==> config.mk <==
export PLATFORM = sky130hd
export DESIGN_NAME = bps_score_unit
export DESIGN_NICKNAME = d
export VERILOG_FILES = /design/src/sv/bps_pkg.sv /design/src/sv/bps_score_unit.sv
export SDC_FILE = /design/constraint.sdc
export NUM_CORES = 1
export LEC_CHECK = 0
export ABC_AREA = 1
export BUFFER_PORTS_ARGS = -buffer_cell sky130_fd_sc_hd__buf_2
export CORE_MARGIN = 2
export CORE_UTILIZATION = 40
export CTS_CLUSTER_SIZE = 40
export DETAILED_ROUTE_END_ITERATION = 7
export GPL_TIMING_DRIVEN = 0
export PLACE_DENSITY = 0.71
export SYNTH_ARGS = -nofsm -noshare
export SYNTH_HDL_FRONTEND = slang
export SYNTH_SLANG_ARGS = --single-unit
==> constraint.sdc <==
create_clock -name clk -period 0.8 [get_ports clk]
set_input_delay 0.16 -clock clk [delete_from_list [all_inputs] [get_ports clk]]
set_output_delay 0.16 -clock clk [all_outputs]
set_load 0.005 [all_outputs]
==> src/sv/bps_pkg.sv <==
// shared types and constants for the branch pair selector
`timescale 1ns / 1ps
`default_nettype none

package bps_pkg;

	// matrix geometry and value widths
	localparam int MAX_N      = 64;
	localparam int IDX_BITS   = 6;
	localparam int CNT_BITS   = 7;
	localparam int VALUE_BITS = 32;
	localparam int SCORE_BITS = VALUE_BITS + 2;
	localparam int THR_BITS   = 31;

	// register map, index taken from paddr[3:2]
	localparam logic [1:0] REG_SIZE_N    = 2'd0;
	localparam logic [1:0] REG_ABS_MODE  = 2'd1;
	localparam logic [1:0] REG_THRESHOLD = 2'd2;

	// register reset values
	localparam logic [CNT_BITS-1:0] SIZE_N_RST = 7'd64;
	localparam logic [THR_BITS-1:0] THR_RST    = 31'd168;

	typedef logic [IDX_BITS-1:0]          idx_t;
	typedef logic [CNT_BITS-1:0]          cnt_t;
	typedef logic signed [VALUE_BITS-1:0] val_t;
	typedef logic signed [SCORE_BITS-1:0] score_t;

	// request to the score unit
	typedef struct packed {
		logic valid;
		logic first;
		logic use_col;
		idx_t lo;
		idx_t hi;
	} score_req_t;

	// registered answer of the score unit
	typedef struct packed {
		logic   valid;
		logic   first;
		idx_t   lo;
		idx_t   hi;
		score_t score;
	} score_res_t;

	// final selection handed to the output register
	typedef struct packed {
		logic   found;
		idx_t   lo;
		idx_t   hi;
		score_t score;
	} result_t;

endpackage

`default_nettype wire

==> src/sv/bps_score_unit.sv <==
// shared score unit: min(z, d - z) with optional absolute difference, registered
`timescale 1ns / 1ps
`default_nettype none

module bps_score_unit (
	input  wire                  clk,
	input  wire                  arst_n,
	input  bps_pkg::score_req_t  req,
	input  bps_pkg::val_t        off,
	input  bps_pkg::val_t        dia_row,
	input  bps_pkg::val_t        dia_col,
	input  wire                  abs_mode,
	output bps_pkg::score_res_t  res
);
	import bps_pkg::*;

	score_t off_w;
	score_t dia_w;
	score_t diff;
	score_t mag;
	score_t score;

	logic   valid_s1;
	logic   first_s1;
	idx_t   lo_s1;
	idx_t   hi_s1;
	score_t score_s1;

	// widen both operands so the difference never wraps
	always_comb begin
		off_w = SCORE_BITS'(off);
		dia_w = req.use_col ? SCORE_BITS'(dia_col) : SCORE_BITS'(dia_row);
		diff  = dia_w - off_w;
		mag   = (abs_mode && diff[SCORE_BITS-1]) ? -diff : diff;
		score = (off_w < mag) ? off_w : mag;
	end

	// result valid flag
	always_ff @(posedge clk or negedge arst_n) begin
		if (!arst_n) begin
			valid_s1 <= 1'b0;
		end else begin
			valid_s1 <= req.valid;
		end
	end

	// result payload
	always_ff @(posedge clk) begin
		first_s1 <= req.first;
		lo_s1    <= req.lo;
		hi_s1    <= req.hi;
		score_s1 <= score;
	end

	assign res = '{valid: valid_s1, first: first_s1, lo: lo_s1, hi: hi_s1, score: score_s1};

endmodule

`default_nettype wire

# Word level (Yosys, flattened, before mapping)
# Index checks and enable logic that the tools add are counted.
# op_classes
add_sub_neg,2
n_reduce_logical,1
n_lt_le_gt_ge,1
muxes,3
# ops
op,count
34-bit two-way mux,3
32-bit by 34-bit less-than comparator with 1-bit output,1
34-bit negator,1
34-bit by 32-bit subtractor with 34-bit output,1
1-bit logical AND,1
# word_totals
in_bits,114
wordCells,12
reg_bits,48

# Longest topological paths before layout
# depth
ltp_word,6
ltp_mapped,38
ltp_nobuf,36

# Least setup slack after synthesis
# OpenSTA, ideal clock, no wires.
# synth_path
path_kind,input to register
startpoint,in req[12] in the netlist's numbering
endpoint,reg score_s1[14]
slack_ns,-3.740
path_buffers,3
t_arrival_ns,4.407
t_required_ns,0.667
stages,33
cell_sequence,clkbuf_1 > clkbuf_1 > o21ai_0 > ha_1 > fa_1 > inv_1 > nand2_1 > nand2_1 > nand3_1 > nand2_1 > nand2_1 > nand2_1 > nand3_1 > nor2_1 > nand2_1 > nor2_2 > nand2_1 > nand2_2 > nand3_1 > nand2_1 > nand2_1 > ha_1 > nand2_1 > inv_1 > nand3_1 > nor3_1 > and3_1 > o2111ai_1 > nand3_1 > nand2_1 > nand2_1 > clkbuf_1 > o21ai_0
# synth_via
elab_chain_cells,6
word_cells_on_any_way,7
classes_between,2 x add/sub; 1 x order compare; 3 x mux; 1 x reduce/logical
# synth_lines
item,line_no,text
from (decl),bps_score_unit.sv:8,"input bps_pkg::score_req_t req,"
34-bit two-way mux *,bps_score_unit.sv:32,dia_w = req.use_col ? SCORE_BITS'(dia_col) : SCORE_BITS'(dia_row);
34-bit by 32-bit subtractor with 34-bit output *,bps_score_unit.sv:33,diff = dia_w - off_w;
34-bit negator / 1-bit logical AND (equally long branches),bps_score_unit.sv:34,mag = (abs_mode && diff[SCORE_BITS-1]) ? -diff : diff;
34-bit two-way mux *,bps_score_unit.sv:34,
32-bit by 34-bit less-than comparator with 1-bit output,bps_score_unit.sv:35,score = (off_w < mag) ? off_w : mag;
34-bit two-way mux *,bps_score_unit.sv:35,
named net score[14],bps_score_unit.sv:21,score_t score;
to (signal assigned),bps_score_unit.sv:52,score_s1 <= score;
to (decl),bps_score_unit.sv:27,score_t score_s1;
# Mark *: on every way through the listed nets, which the timed path passes. The rest lies on a longest branch.

# Final worst setup path
# layout_path
startpoint,in req[12] in the netlist's numbering
endpoint,reg score_s1[5]
# The elaborated chain is that of the path after synthesis.

==> results.yml <==
status:
  status: "complete, but fails checks"
  violations: "setup timing"
floorplanning:
  die_h_um: 130
  coreArea_um2: 15300
  start_util_pct: 41.2
  die_x_um: 130
  die-area_um2: 16800
  ios: 162
  rows: 45
yosys:
  synth_nets: 1271
  yosys-top-cells-area: "nand2_1, dfxtp_1, ha_1, inv_1, mux2_2"
  avgSynthCellArea_um2: 5.80
  ys_seq_area_share_pct: 15.3
  synth_top_area_cell: "nand2_1"
  synth.distinct_cells: 39
  netlist_area_um2: 6320
  syn_inst: 1089
  synth_seq_cells: 48
  synth_top_area_share_pct: 24.1
  yosysWarningCount: 0
critical_path:
  critPathMaxFanout: 8
  crit_arrival_ps: 4570
  cp-end-kind: "register"
  path_delay_family: "simple AND/OR/NAND/NOR gates"
  cp.required_ps: 960
  start_kind: "input port"
  path_buf_inv: 6
  max_stage_delay_ps: 620
  slowest_stage: "fa_2"
  path_class: "in2reg"
power:
  power.density_nw_per_um2: 2000
  peakVddDrop_uv: 1430
  total_power_mw: 19.0
  p_leak_nw: 5.11
cells_and_area:
  final_util_pct: 62.0
  multi_input_area_um2: 5510
  final_common_cell: "nand2_1"
  num-nets-final: 1508
  final_cells: 1538
  drive_gt1_share_pct: 37.8
  seq_area_um2: 980
  antennaDiodeCount: 0
  nFillCells: 1350
  syn_to_final_growth_pct: 50.3
  final_cell_mix: "nand2_1, inv_1, buf_2"
  final_area_um2: 9490
clock_tree:
  cts_tree: "done"
  clk_path_buf_depth: 2
  clkSlewWorstSetupHoldPaths_ps: 60
  cts_buffers: 5
  clock-sinks: 48
  root_buffer: "clkbuf_16"
  cts_max_level: 2
run:
  cap_violations: 0
timing:
  worst-slew-pin-transition_ps: 459
  min_period_over_period_pct: 550
  maxSlewHeadroom_pct: 69.1
  setup_slack_ps: -3600
  setup_viol: 82
  final.setup.tns_ps: -123660
  post-route-min-period_ps: 4400
  hold_viol: 0
  hold_slack_ps: 95.9
  fmax_ghz: 0.227
  rsz0062_at_grt: "yes"
  slew_viol_final: 0
route:
  drcViolationCount: 0
  vias_per_cell: 4.94
  wl_per_cell_um: 14.4
  first_pass_iters: 5
  routed_wl_um: 22200
  ant_nets: 0
  routed-via-count: 7593
  drtIter0Drc: 540
global_routing:
  grt_max_degree: 16
  grt_pass1_wl_um: 32900
  overflow: 0
  first_global_vias: 6851
  antenna_found_initial: 0
  grt_use_total_pct: 24.7
placed_design:
  dp_hpwl_um: 16400
  gp_congestion: 0.953
  placed_cell_area_um2: 7510
  place_inst: 1460
  place_worst_setup_slack_ps: -4200
  port_buffers: 160
worst_hold_path:
  min_path_type: "in2reg"
metal layers:
metal,global-route usage (%),vias up,wire [µm]
li1,-,3856,-
met1,32.8,3433,9390
met2,43.4,274,10700
met3,1.36,30,1530
met4,6.96,0,589
met5,0,-,0
Yosys cell counts (all sizes together):
cell type and number:
a211oi 1, a21o 1, a21oi 35, and2 7, and3 1, buf 9
clkbuf 7, dfrtp 1, dfxtp 47, fa 1, ha 67, inv 212
mux2 30, nand2 426, nand3 59, nand3b 16, nand4 16, nor2 77
nor3 5, nor4 2, o2111ai 1, o211ai 4, o21a 3, o21ai 40
xnor2 4, xor2 17
power breakdown:
part | internal (mW) | switching, mW | leakage (nW)
combinational | 5.84 | 7.25 | 4.62
clock | 1.47 | 0.867 | 0.0798
sequential | 3.37 | 0.221 | 0.408
total | 10.7 | 8.34 | 5.11
state kept, by name, indices dropped and copies added, names as in the netlist:
signal / flops
score_s1: 34
hi_s1: 6
lo_s1: 6
first_s1: 1
valid_s1: 1
area by class of cell:
type / count / share of cell area (%)
tap: 211 / 2.78
multi-input combinational: 813 / 58.0
clock inverter: 3 / 0.448
inverter: 212 / 8.49
clock buffer: 5 / 1.32
buffer: 14 / 2.78
sequential: 48 / 10.3
timing repair buffer: 232 / 15.8
final timing paths:
| kind | end | cells past startpoint | from |
|---|---|---|---|
| worst max-delay path | score_s1[5] | 31 | req[12] |
| worst min-delay path | score_s1[24] | 3 | off[24] |
| max in group asynchronous | valid_s1 | 2 | arst_n |
| min in group asynchronous | valid_s1 | 2 | arst_n |
repair_timing:
item | CTS | global route
endpoints found under the setup margin | 82 | 82
endpoints found under the hold margin | 15 | 0
setup buffers | 40 | 10
hold buffers | 15 | 0
pin swaps | 38 | 47
gates resized for setup | 146 | 125
cloned | 6 | 1
logic make-up (layout without fill, tap and decap cells):
| family | Yosys count | after routing | synth area share, % |
|---|---|---|---|
| buffers and inverters | 228 | 466 | 14.3 |
| muxes | 30 | 30 | 5.35 |
| and+or+nand+nor | 609 | 609 | 40.9 |
| AOI/OAI and AO/OA | 85 | 85 | 7.45 |
| DFF | 48 | 48 | 15.3 |
| adders and majority gates | 68 | 68 | 13.6 |
| xor gates and xnor gates | 21 | 21 | 3.15 |
No activity file was read; power rests on OpenSTA's default activity.
