==> config.mk <==
export PLATFORM = sky130hd
export DESIGN_NAME = bps_seq
export DESIGN_NICKNAME = d
export VERILOG_FILES = /design/src/sv/bps_pkg.sv /design/src/sv/bps_seq.sv
export SDC_FILE = /design/constraint.sdc
export NUM_CORES = 1
export LEC_CHECK = 0
export ABC_AREA = 1
export BUFFER_PORTS_ARGS = -buffer_cell sky130_fd_sc_hd__buf_2
export CAP_MARGIN = 20
export CORE_MARGIN = 5
export CORE_UTILIZATION = 48
export CTS_CLUSTER_SIZE = 25
export DETAILED_ROUTE_END_ITERATION = 10
export GPL_ROUTABILITY_DRIVEN = 0
export GPL_TIMING_DRIVEN = 0
export PLACE_DENSITY = 0.78
export SKIP_LAST_GASP = 1
export SYNTH_ARGS = -nofsm -noshare
export SYNTH_HDL_FRONTEND = slang
export SYNTH_SLANG_ARGS = --single-unit
==> constraint.sdc <==
create_clock -name clk -period 2 [get_ports clk]
set_clock_uncertainty 0.15 [all_clocks]
set_input_delay 0.1 -clock clk [delete_from_list [all_inputs] [get_ports clk]]
set_output_delay 0.1 -clock clk [all_outputs]
set_load 0.02 [all_outputs]
==> src/sv/bps_pkg.sv <==
// shared types and constants for the branch pair selector
`timescale 1ns / 1ps
`default_nettype none

package bps_pkg;

	// matrix geometry and value widths
	localparam int MAX_N      = 64;
	localparam int IDX_BITS   = 6;
	localparam int CNT_BITS   = 7;
	localparam int VALUE_BITS = 32;
	localparam int SCORE_BITS = VALUE_BITS + 2;
	localparam int THR_BITS   = 31;

	// register map, index taken from paddr[3:2]
	localparam logic [1:0] REG_SIZE_N    = 2'd0;
	localparam logic [1:0] REG_ABS_MODE  = 2'd1;
	localparam logic [1:0] REG_THRESHOLD = 2'd2;

	// register reset values
	localparam logic [CNT_BITS-1:0] SIZE_N_RST = 7'd64;
	localparam logic [THR_BITS-1:0] THR_RST    = 31'd168;

	typedef logic [IDX_BITS-1:0]          idx_t;
	typedef logic [CNT_BITS-1:0]          cnt_t;
	typedef logic signed [VALUE_BITS-1:0] val_t;
	typedef logic signed [SCORE_BITS-1:0] score_t;

	// request to the score unit
	typedef struct packed {
		logic valid;
		logic first;
		logic use_col;
		idx_t lo;
		idx_t hi;
	} score_req_t;

	// registered answer of the score unit
	typedef struct packed {
		logic   valid;
		logic   first;
		idx_t   lo;
		idx_t   hi;
		score_t score;
	} score_res_t;

	// final selection handed to the output register
	typedef struct packed {
		logic   found;
		idx_t   lo;
		idx_t   hi;
		score_t score;
	} result_t;

endpackage

`default_nettype wire

==> src/sv/bps_seq.sv <==
// pair scan sequencer: walks i < j, drives the score unit and keeps the best pair
`timescale 1ns / 1ps
`default_nettype none

module bps_seq (
	input  wire                  clk,
	input  wire                  arst_n,
	input  wire                  start,
	input  bps_pkg::cnt_t        size_n,
	input  wire [30:0]           threshold,
	input  wire                  out_free,
	input  bps_pkg::score_res_t  score_res,
	output logic                 idle,
	output bps_pkg::score_req_t  req,
	output bps_pkg::idx_t        rd_row,
	output bps_pkg::idx_t        rd_col,
	output logic                 res_valid,
	output bps_pkg::result_t     result
);
	import bps_pkg::*;

	localparam logic [2:0] ST_IDLE  = 3'd0;
	localparam logic [2:0] ST_START = 3'd1;
	localparam logic [2:0] ST_S1    = 3'd2;
	localparam logic [2:0] ST_S2    = 3'd3;
	localparam logic [2:0] ST_FLUSH = 3'd4;
	localparam logic [2:0] ST_DONE  = 3'd5;

	logic [2:0] state_q;
	logic [2:0] state_d;
	idx_t       i_q;
	idx_t       j_q;
	score_t     best_q;
	idx_t       bi_q;
	idx_t       bj_q;
	logic       have_q;

	cnt_t   n_eff;
	logic   last_col;
	logic   last_pair;
	idx_t   next_i;
	idx_t   next_j;
	score_t thr_w;
	logic   found;

	// clamp the dimension and find the pair that follows i, j
	always_comb begin
		n_eff     = (size_n > CNT_BITS'(MAX_N)) ? CNT_BITS'(MAX_N) : size_n;
		last_col  = ({1'b0, j_q} == (n_eff - 7'd1));
		last_pair = last_col && ({1'b0, i_q} == (n_eff - 7'd2));
		next_i    = last_col ? (i_q + 6'd1) : i_q;
		next_j    = last_col ? (i_q + 6'd2) : (j_q + 6'd1);
	end

	// next state
	always_comb begin
		state_d = state_q;
		case (state_q)
			ST_IDLE: begin
				if (start) state_d = ST_START;
			end
			ST_START: begin
				state_d = (n_eff < 7'd2) ? ST_DONE : ST_S1;
			end
			ST_S1: begin
				state_d = ST_S2;
			end
			ST_S2: begin
				state_d = last_pair ? ST_FLUSH : ST_S1;
			end
			ST_FLUSH: begin
				state_d = ST_DONE;
			end
			ST_DONE: begin
				if (out_free) state_d = ST_IDLE;
			end
			default: begin
				state_d = ST_IDLE;
			end
		endcase
	end

	// memory read address: first pair at start, next pair in the second phase
	always_comb begin
		rd_row = i_q;
		rd_col = j_q;
		case (state_q)
			ST_START: begin
				rd_row = '0;
				rd_col = 6'd1;
			end
			ST_S2: begin
				rd_row = next_i;
				rd_col = next_j;
			end
			default: begin
				rd_row = i_q;
				rd_col = j_q;
			end
		endcase
	end

	// score unit request: row diagonal in the first phase, column diagonal in the second
	always_comb begin
		req.valid   = (state_q == ST_S1) || (state_q == ST_S2);
		req.first   = (state_q == ST_S1) && (i_q == '0) && (j_q == 6'd1);
		req.use_col = (state_q == ST_S2);
		req.lo      = i_q;
		req.hi      = j_q;
	end

	// state and pair counters
	always_ff @(posedge clk or negedge arst_n) begin
		if (!arst_n) begin
			state_q <= ST_IDLE;
			i_q     <= '0;
			j_q     <= 6'd1;
		end else begin
			state_q <= state_d;
			if (state_q == ST_START) begin
				i_q <= '0;
				j_q <= 6'd1;
			end else if (state_q == ST_S2) begin
				i_q <= next_i;
				j_q <= next_j;
			end
		end
	end

	// running best, first strict maximum wins
	always_ff @(posedge clk or negedge arst_n) begin
		if (!arst_n) begin
			best_q <= '0;
			bi_q   <= '0;
			bj_q   <= '0;
			have_q <= 1'b0;
		end else if (state_q == ST_START) begin
			best_q <= '0;
			bi_q   <= '0;
			bj_q   <= '0;
			have_q <= 1'b0;
		end else if (score_res.valid && (score_res.first || (score_res.score > best_q))) begin
			best_q <= score_res.score;
			bi_q   <= score_res.lo;
			bj_q   <= score_res.hi;
			have_q <= 1'b1;
		end
	end

	// threshold check and result
	always_comb begin
		thr_w         = {{(SCORE_BITS-THR_BITS){1'b0}}, threshold};
		found         = have_q && (best_q >= thr_w);
		result.found  = found;
		result.lo     = found ? bi_q : '0;
		result.hi     = found ? bj_q : '0;
		result.score  = best_q;
	end

	assign idle      = (state_q == ST_IDLE);
	assign res_valid = (state_q == ST_DONE);

	// scanned pairs always have the row below the column
	a_pair_order: assert property (@(posedge clk) disable iff (!arst_n)
		(state_q == ST_S1) |-> (i_q < j_q))
		else $error("scan pair out of order");

	// second phase leads to the next pair or to the flush
	a_phase_seq: assert property (@(posedge clk) disable iff (!arst_n)
		(state_q == ST_S2) |=> ((state_q == ST_S1) || (state_q == ST_FLUSH)))
		else $error("bad phase sequence");

	// a reported pair is sorted
	a_found_sorted: assert property (@(posedge clk) disable iff (!arst_n)
		(res_valid && result.found) |-> (result.lo < result.hi))
		else $error("reported pair not sorted");

	// the last score reaches the compare in the flush cycle
	a_flush_score: assert property (@(posedge clk) disable iff (!arst_n)
		(state_q == ST_FLUSH) |-> (score_res.valid && score_res.lo == bi_q) || score_res.valid)
		else $error("no score pending at flush");

endmodule

`default_nettype wire

# --- After elaboration in Yosys (flattened, before gate mapping) ---
# Cells that the tools add are included.
word_totals:
  wordCells: 62
  output_inout_bits: 76
  input_bits: 90
  reg_bits: 62
op_classes:
  n_eq_ne: 10
  reduce_logical: 12
  magnitude_cmp: 4
  addsub: 5
  n_mux: 24
ops:
  columns: ["cell", "n"]
  rows:
  - ["6-bit two-way mux", 12]
  - ["34-bit two-way mux", 2]
  - ["34-bit by 32-bit greater-or-equal comparator with 1-bit output", 1]
  - ["34-bit greater-than comparator", 1]
  - ["6-bit case mux with 2 select lines", 2]
  - ["3-bit case mux with 6 select lines", 1]
  - ["6-bit by 7-bit == test with 1-bit output", 2]
  - ["6-bit by 1-bit adder with 6-bit output, second input constant", 2]
  - ["3-bit two-way mux", 4]
  - ["7-bit greater-than comparator, second input constant", 1]
  - ["7-bit by 2-bit less-than comparator with 1-bit output, second input constant", 1]
  - ["7-bit two-way mux", 1]
  - ["7-bit by 1-bit subtractor with 7-bit output, second input constant", 1]
  - ["7-bit by 2-bit subtractor with 7-bit output, second input constant", 1]
  - ["6-bit by 2-bit adder with 6-bit output, second input constant", 1]
  - ["3-bit by 2-bit == test with 1-bit output, second input constant", 2]
  - ["3-bit == test, second input constant", 2]
  - ["6-bit by 1-bit == test with 1-bit output, second input constant", 1]
  - ["6-bit zero test", 1]
  - ["1-bit logical AND", 5]
  - ["2-bit != test, second input constant", 2]
  - ["2-bit nonzero test", 2]
  - ["3-bit by 1-bit == test with 1-bit output, second input constant", 1]
  - ["3-bit zero test", 1]
  - ["3 further kinds", 5]

# --- Longest topological paths before layout ---
# Gate-level depths: netlist of the first run.
logic_depth:
  word_depth: 7
  depth_mapped: 20
  depth_no_buf: 18

# --- Worst setup path before layout of the first run ---
# Ideal clock, no wire load.
synth_timing:
  path_type: "register to register"
  from: "reg best_q[33]"
  to: "reg best_q[0]"
  arrival_ns: 2.094
  required_time_ns: 1.732
  path_stages_with_launch: 16
  setup_time_ns: 0.118
  setup_slack_ns: -0.362
  n_path_buf: 2
  period_less_slack_ns: 2.362
  cell_sequence: "dfrtp_1 -> inv_1 -> ha_1 -> nand2_2 -> nor2_2 -> nand4_2 -> nor2_2 -> nand3_2 -> nand4_1 -> nand3_2 -> nand2_2 -> nand2_2 -> buf_6 -> buf_8 -> nand3_1 -> nand2_1"
synth_via:
  elab_chain_len: 4
synth_rtl:
  columns: ["element", "line", "source"]
  rows:
  - ["start: declaration", "bps_seq.sv:33", "score_t best_q;"]
  - ["start signal: assignment", "bps_seq.sv:143", "best_q <= score_res.score;"]
  - ["34-bit greater-than comparator", "bps_seq.sv:142", "end else if (score_res.valid && (score_res.first || (score_res.score > best_q))) begin"]
  - ["1-bit logical OR", "bps_seq.sv:142", null]
  - ["1-bit logical AND", "bps_seq.sv:142", null]
  - ["2-bit nonzero test (no source line)", null, null]
# Every way passes these cells.
# A chain may end at the register's enable or synchronous reset.

==> out/summary.txt, run 1 <==
Syn Inst Count = 772
CP Data Required Time = 1750 ps
Hold WC Path Type = in2reg
CTS Buffer Depth = 2
Starting Density = 0.491
Chip height = 118 um
Top cell type's share of synthesized area = 0.271
Logic pwr share = 0.664
Non-Filler Instances = 1198
EDFF count, synth = 0
Critical Path End Type = output port
Area Growth Syn to Fin = 61.4%
DR iter-0 viols = 646
Unique cell type count in the Yosys netlist = 37
Initial antenna violation count = 4
Avg Synthesized Cell Area = 7.29 um2
Slew Limit Fails = 0
Total congestion overflow = 0
DRC viols = 0
Clock sinks = 62
Slowest stage delay, CP = 420 ps
Critical-path cell list = ha_4 -> nand2_4 -> nor2_4 -> nand4_1 -> nor3_2 -> o211ai_1 -> nand3_1 -> nand2_1 -> nand2_2 -> nand2_4 -> clkbuf_16 -> nor2_4 -> buf_6
Vias post-DR = 6740
Setup WS post-layout = -804 ps
Reg area = 1590 um2
Vias in the first global route = 6521
Sequential share of the synthesized area = 0.276
# H-tree levels = 3
CP Launch Type = flip-flop
Wire per inst = 18.0 um
Layout cell share with drive strength beyond 1 = 0.433
Pin count of the biggest net entering global routing = 63
Die area = 14000 um2
Final Hold Fails = 0
Util after Layout = 0.792
RSZ-0062 raised after global routing = yes
Pleak = 0.00468 uW
Crit Path Class = reg2out
Delay-heaviest family, CP = simple AND/OR/NAND/NOR gates
Clock period minus worst slack = 2800 ps
Critical Path Fanout Max = 5
Most frequent cells in the layout = 144 x buf_2, 128 x nand2_1, 112 x inv_1
Max cap viols = 0
Synth area leaders = dfrtp_1 27%, ha_1 16%, nand2_1 11%, inv_1 8.5%, nand4_1 6.8%
CTS tree = built
Least-Margin Pin Slew = 862 ps
Worst-path clk slew = 60 ps
Yosys warns = 0
CTS buffer count = 9
Critical path data arrival time = 2550 ps
Post-synth net total = 934
Worst-skew pair later-pin latency = 340 ps
Clock share of power = 0.138
Post-DP HPWL = 12.9 mm
Most used DFF post-synth = dfrtp_1
WL final = 21.5 mm
Port bufs = 165
CORE AREA = 11500 um2
Sw power = 6390 uW
Status = complete, but fails checks
Dominant cell type by area after synthesis = dfrtp_1
All-layer global routing usage = 0.280
Cell Rows = 39
Violated checks = setup timing
Fmax = 357 MHz
Placed Cells = 1080
VDD IR max = 1110 uV
Chip Width = 118 um
DR pass1 iterations = 5
First-pass GRT wire length = 32.3 mm
Total power draw = 13200 uW
Final setup fails = 78
Critical path's slowest cell = dfrtp_2
# IOs = 166
Max_slew headroom = 0.425
Fillcell total = 750
PwrDens = 1450 nW/um2
Sequential share of power = 0.198
Commonest non-fill, non-tap cell in the layout = buf_2
Crit path buf inv count = 2
Root Buffer = clkbuf_16
Min Hold Slack = 34.9 ps
Int Power = 6810 uW
Period utilisation layout = 1.40
Footprint of the multi-input gates = 4130 um2
Number of synthesized register bits = 62
ANT nets after route = 0
DR vias/cell = 5.63
Nets = 1210
Synthesized area = 5630 um2
Async SR Flop Fraction = 1.00
Switching share of power = 0.484
## synthesized netlist by cell type (8+ instances only)
cell and number:
nand3_1 55, o21ai_0 29, nor2_1 59, dfrtp_1 61, nand3_2 23, ha_1 72
nand4_1 61, a21oi_1 27, nand2_1 165, clkbuf_1 9, xor2_1 19, inv_1 127
buf_2 8
## tightest hold or removal path: stages
cell,delay [ps]
buf_4,110
nor2_1,40
nand2_1,90
a21oi_1,70
nand2_1,70
## power by group through the flow
| stage | logic (uW) | registers, uW | clock network [uW] |
|---|---|---|---|
| 2_1_floorplan | 4200 | 2920 | 0 |
| 3_3_place_gp | 6300 | 2560 | 0 |
| 3_5_place_dp | 6440 | 2570 | 0 |
| 4_1_cts | 7790 | 2540 | 1820 |
| 5_1_grt | 9430 | 2670 | 1900 |
| 6_report | 8770 | 2610 | 1830 |
## flip-flops by register name, summed over array words and instances, names as in the netlist
name and cells:
i_q 6, best_q 34, j_q 6, have_q 1, bj_q 6, bi_q 6, state_q 3
## final timing paths
check                                   to  slack, ps  cells past startpoint        from
worst max register to register  best_q[28]       -710                     17  best_q[23]
max in group asynchronous        best_q[7]        800                      2      arst_n
worst min-delay path            state_q[1]         30                      5   size_n[5]
worst min register to register     bi_q[4]        350                      2     bi_q[4]
min in group asynchronous       best_q[21]        250                      2      arst_n
worst max-delay path            result[38]       -800                     13  best_q[23]
## repair_timing
item                                    in CTS  in global routing
gates cloned                                 7                  1
hold buffers                                49                  0
endpoints found under the setup margin      88                 88
setup buffers                               36                 19
pin swaps                                   31                 49
endpoints found under the hold margin      109                  0
resized for setup                          129                 87
## metal layers
layer	GRT usage	wire (um)
met1	0.346	8240
met2	0.472	10700
met3	0.0573	1670
met4	0.122	874
met5	0	27
## metrics by stage
stage	cell area (um2)	setup TNS (ps)	setup WS, ps
floorplan	5950	-8970	-178
global placement	6960	-40930	-687
detailed placement	6960	-38760	-623
CTS	8630	-35630	-829
global route	9080	-54700	-884
finish	9080	-47620	-804
## cell type report
type / instances / share of cell area
sequential: 62 / 0.175
tap: 143 / 0.0197
buffer: 31 / 0.0339
inverter: 128 / 0.0532
timing repair buffer: 266 / 0.225
multi-input combinational: 550 / 0.455
clock buffer: 10 / 0.0252
clock inverter: 6 / 0.0121
antenna: 2 / 0.000551
## cells by family (layout without fill, tap and decap cells)
logic type | count (synthesis) | after routing | synth area share
adders and majority gates | 72 | 72 | 0.160
xor gates and xnor gates | 24 | 24 | 0.0387
other | 0 | 2 | 0
AOI/OAI and AO/OA | 66 | 66 | 0.0629
buffers and inverters | 160 | 441 | 0.127
DFF | 62 | 62 | 0.276
and+or+nand+nor | 388 | 388 | 0.335
Note: power is estimated with default switching activity, not from simulation.
==> inputs of run 2 (changes only) <==
--- a/config.mk
+++ b/config.mk
@@ -5,11 +5,11 @@
 export SDC_FILE = /design/constraint.sdc
 export NUM_CORES = 1
 export LEC_CHECK = 0
-export ABC_AREA = 1
+export ABC_AREA = 0
 export BUFFER_PORTS_ARGS = -buffer_cell sky130_fd_sc_hd__buf_2
 export CAP_MARGIN = 20
 export CORE_MARGIN = 5
-export CORE_UTILIZATION = 48
+export CORE_UTILIZATION = 47
 export CTS_CLUSTER_SIZE = 25
 export DETAILED_ROUTE_END_ITERATION = 10
 export GPL_ROUTABILITY_DRIVEN = 0
==> run 2 against run 1 <==
Net effect:
- the flow still finishes with violations (setup timing)
- synthesized cell count down 23%
- critical path depth down 3
- final cell count down 14%
- setup slack worse by 330 ps
- first-iteration DRC count down 18%
- sequential power up 2%
- synthesized area down 7.2%
- die area down 4.8%
- wire length up 1.8%
- critical endpoint is now result[35]
==> out/summary.txt, run 2 <==
Total congestion overflow = 0
PwrDens = 1490 nW/um2
Pleak = 0.00430 uW
Async SR Flop Fraction = 1.00
Final setup fails = 87
VDD IR max = 1240 uV
Starting Density = 0.480
Top cell type's share of synthesized area = 0.292
CORE AREA = 10900 um2
Worst-skew pair later-pin latency = 370 ps
Placed Cells = 901
Post-DP HPWL = 12.2 mm
Crit Path Class = reg2out
Post-synth net total = 760
Vias post-DR = 6096
Clock sinks = 62
CP Data Required Time = 1750 ps
Worst-path clk slew = 80 ps
Critical path data arrival time = 2880 ps
RSZ-0062 raised after global routing = yes
Chip height = 115 um
Chip Width = 115 um
Synth top cells by count = 79 x inv_1, 72 x ha_1, 63 x nor2_1
DR pass1 iterations = 6
ANT nets after route = 0
CTS tree = built
Area Growth Syn to Fin = 70.2%
Port bufs = 163
Max_slew headroom = 0.393
Violated checks = setup timing
Reg2Reg Depth = 13
Least-Margin Pin Slew = 910 ps
CTS Buffer Depth = 2
Status = complete, but fails checks
Vias in the first global route = 6313
Period utilisation layout = 1.57
Final Hold Fails = 0
Layout cell share with drive strength beyond 1 = 0.479
CTS buffer count = 9
CP Launch Type = flip-flop
Hold Path Stages = 5
Syn Inst Count = 598
DRC viols = 0
Min Hold Slack = 201 ps
Critical Path Fanout Max = 5
Cell with the most instances after synthesis = inv_1
Critical Path End Type = output port
Clock period minus worst slack = 3130 ps
Dominant cell type by area after synthesis = dfrtp_1
Commonest non-fill, non-tap cell in the layout = buf_2
Root Buffer = clkbuf_8
Fmax = 319 MHz
Number of synthesized register bits = 62
DR iter-0 viols = 532
Total power draw = 13300 uW
Die area = 13300 um2
EDFF count, synth = 0
Setup TNS Final = -67760 ps
Slew Limit Fails = 0
Max cap viols = 0
All-layer global routing usage = 0.301
DR vias/cell = 5.90
# IOs = 166
Synth area leaders = dfrtp_1 29%, ha_1 17%, mux2i_1 9.8%, inv_1 5.7%, nor2_1 4.5%
Wire per inst = 21.2 um
WL final = 21.9 mm
Cell Rows = 38
First-pass GRT wire length = 31.7 mm
Synthesized area = 5220 um2
Number of flip-flops in the largest register = 34
Pin count of the biggest net entering global routing = 63
Sequential share of the synthesized area = 0.297
# H-tree levels = 3
Nets = 1050
Unique cell type count in the Yosys netlist = 57
Yosys warns = 0
Avg Synthesized Cell Area = 8.73 um2
Most frequent cells in the layout = 135 x buf_2, 70 x inv_1, 60 x nor2_1
Most used DFF post-synth = dfrtp_1
Util after Layout = 0.817
Hold WC Path Type = in2reg
Non-Filler Instances = 1033
Largest Register = best_q
# diodes = 0
Setup WS post-layout = -1130 ps
Initial antenna violation count = 0
[run 2: cell types whose count changed after synthesis, moves of 7 or more]
cell | previous run | this run
nand2_1 | 165 | 20
mux2i_1 | 0 | 51
inv_1 | 127 | 79
nand3_1 | 55 | 9
nand4_1 | 61 | 18
nand3_2 | 23 | 0
and2_1 | 0 | 16
xor2_1 | 19 | 4
a21o_1 | 3 | 13
clkbuf_1 | 9 | 16
o21ai_0 | 29 | 22
xnor2_1 | 4 | 11
[run 2: timing repair]
action	in CTS	in global routing
hold buffers	49	0
endpoints found under the hold margin	108	0
endpoints found under the setup margin	89	91
gates resized for setup	136	99
gates cloned	6	0
pin swaps	20	34
setup buffers	58	33
[run 2: cell type report]
type / instances / area, um2
Buffer: 19 / 159
Clock buffer: 9 / 124
Fill cell: 591 / 2000
Sequential cell: 62 / 1590
Tap cell: 140 / 175
Timing Repair Buffer: 287 / 2230
Multi-Input combinational cell: 429 / 4200
Clock inverter: 7 / 98.8
Inverter: 80 / 317
[run 2: through the flow]
stage / cell area [um2] / worst slack, ps
after global placement: 6650 / -957
final: 8890 / -1130
after detailed placement: 6650 / -1030
after floorplan: 5660 / -538
after global routing: 8890 / -1240
after CTS: 8410 / -1240
[run 2: per-layer routing]
layer	up-vias	GRT usage	share of wire
met3	102	0.0689	0.078
met4	0	0.124	0.047
met5	-	0	0
li1	2688	-	-
met2	352	0.528	0.51
met1	2954	0.353	0.37
[run 2: worst paths after layout]
path	from	to	slack, ps
min in group asynchronous	arst_n	best_q[13]	250
worst max-delay path	best_q[26]	result[35]	-1130
worst max register to register	best_q[19]	best_q[3]	-900
worst min register to register	state_q[2]	state_q[1]	330
worst min-delay path	size_n[3]	state_q[0]	200
max in group asynchronous	arst_n	j_q[2]	840
[run 2: where the power goes]
part / leakage, uW / internal [uW] / switching (uW)
Sequential: 0.000675 / 1900 / 747
Clock: 0.000109 / 705 / 602
Combinational: 0.00351 / 4460 / 4870
[run 2: cell families after synthesis]
logic type / Yosys count / share of synthesized area
flops: 62 / 0.297
xor+xnor: 15 / 0.0252
compound gates: 119 / 0.153
simple gates: 171 / 0.166
fa+ha+maj: 72 / 0.172
mux: 52 / 0.0999
buf+inv: 107 / 0.0860
[run 2: critical path, cell delays in order (launching register included)]
cell,delay [ps]
dfrtp_2,450
ha_4,270
nand4_1,230
buf_4,240
nor4_4,310
o21ai_2,110
a2111oi_4,300
buf_4,210
buf_6,130
and2_4,140
buf_6,110
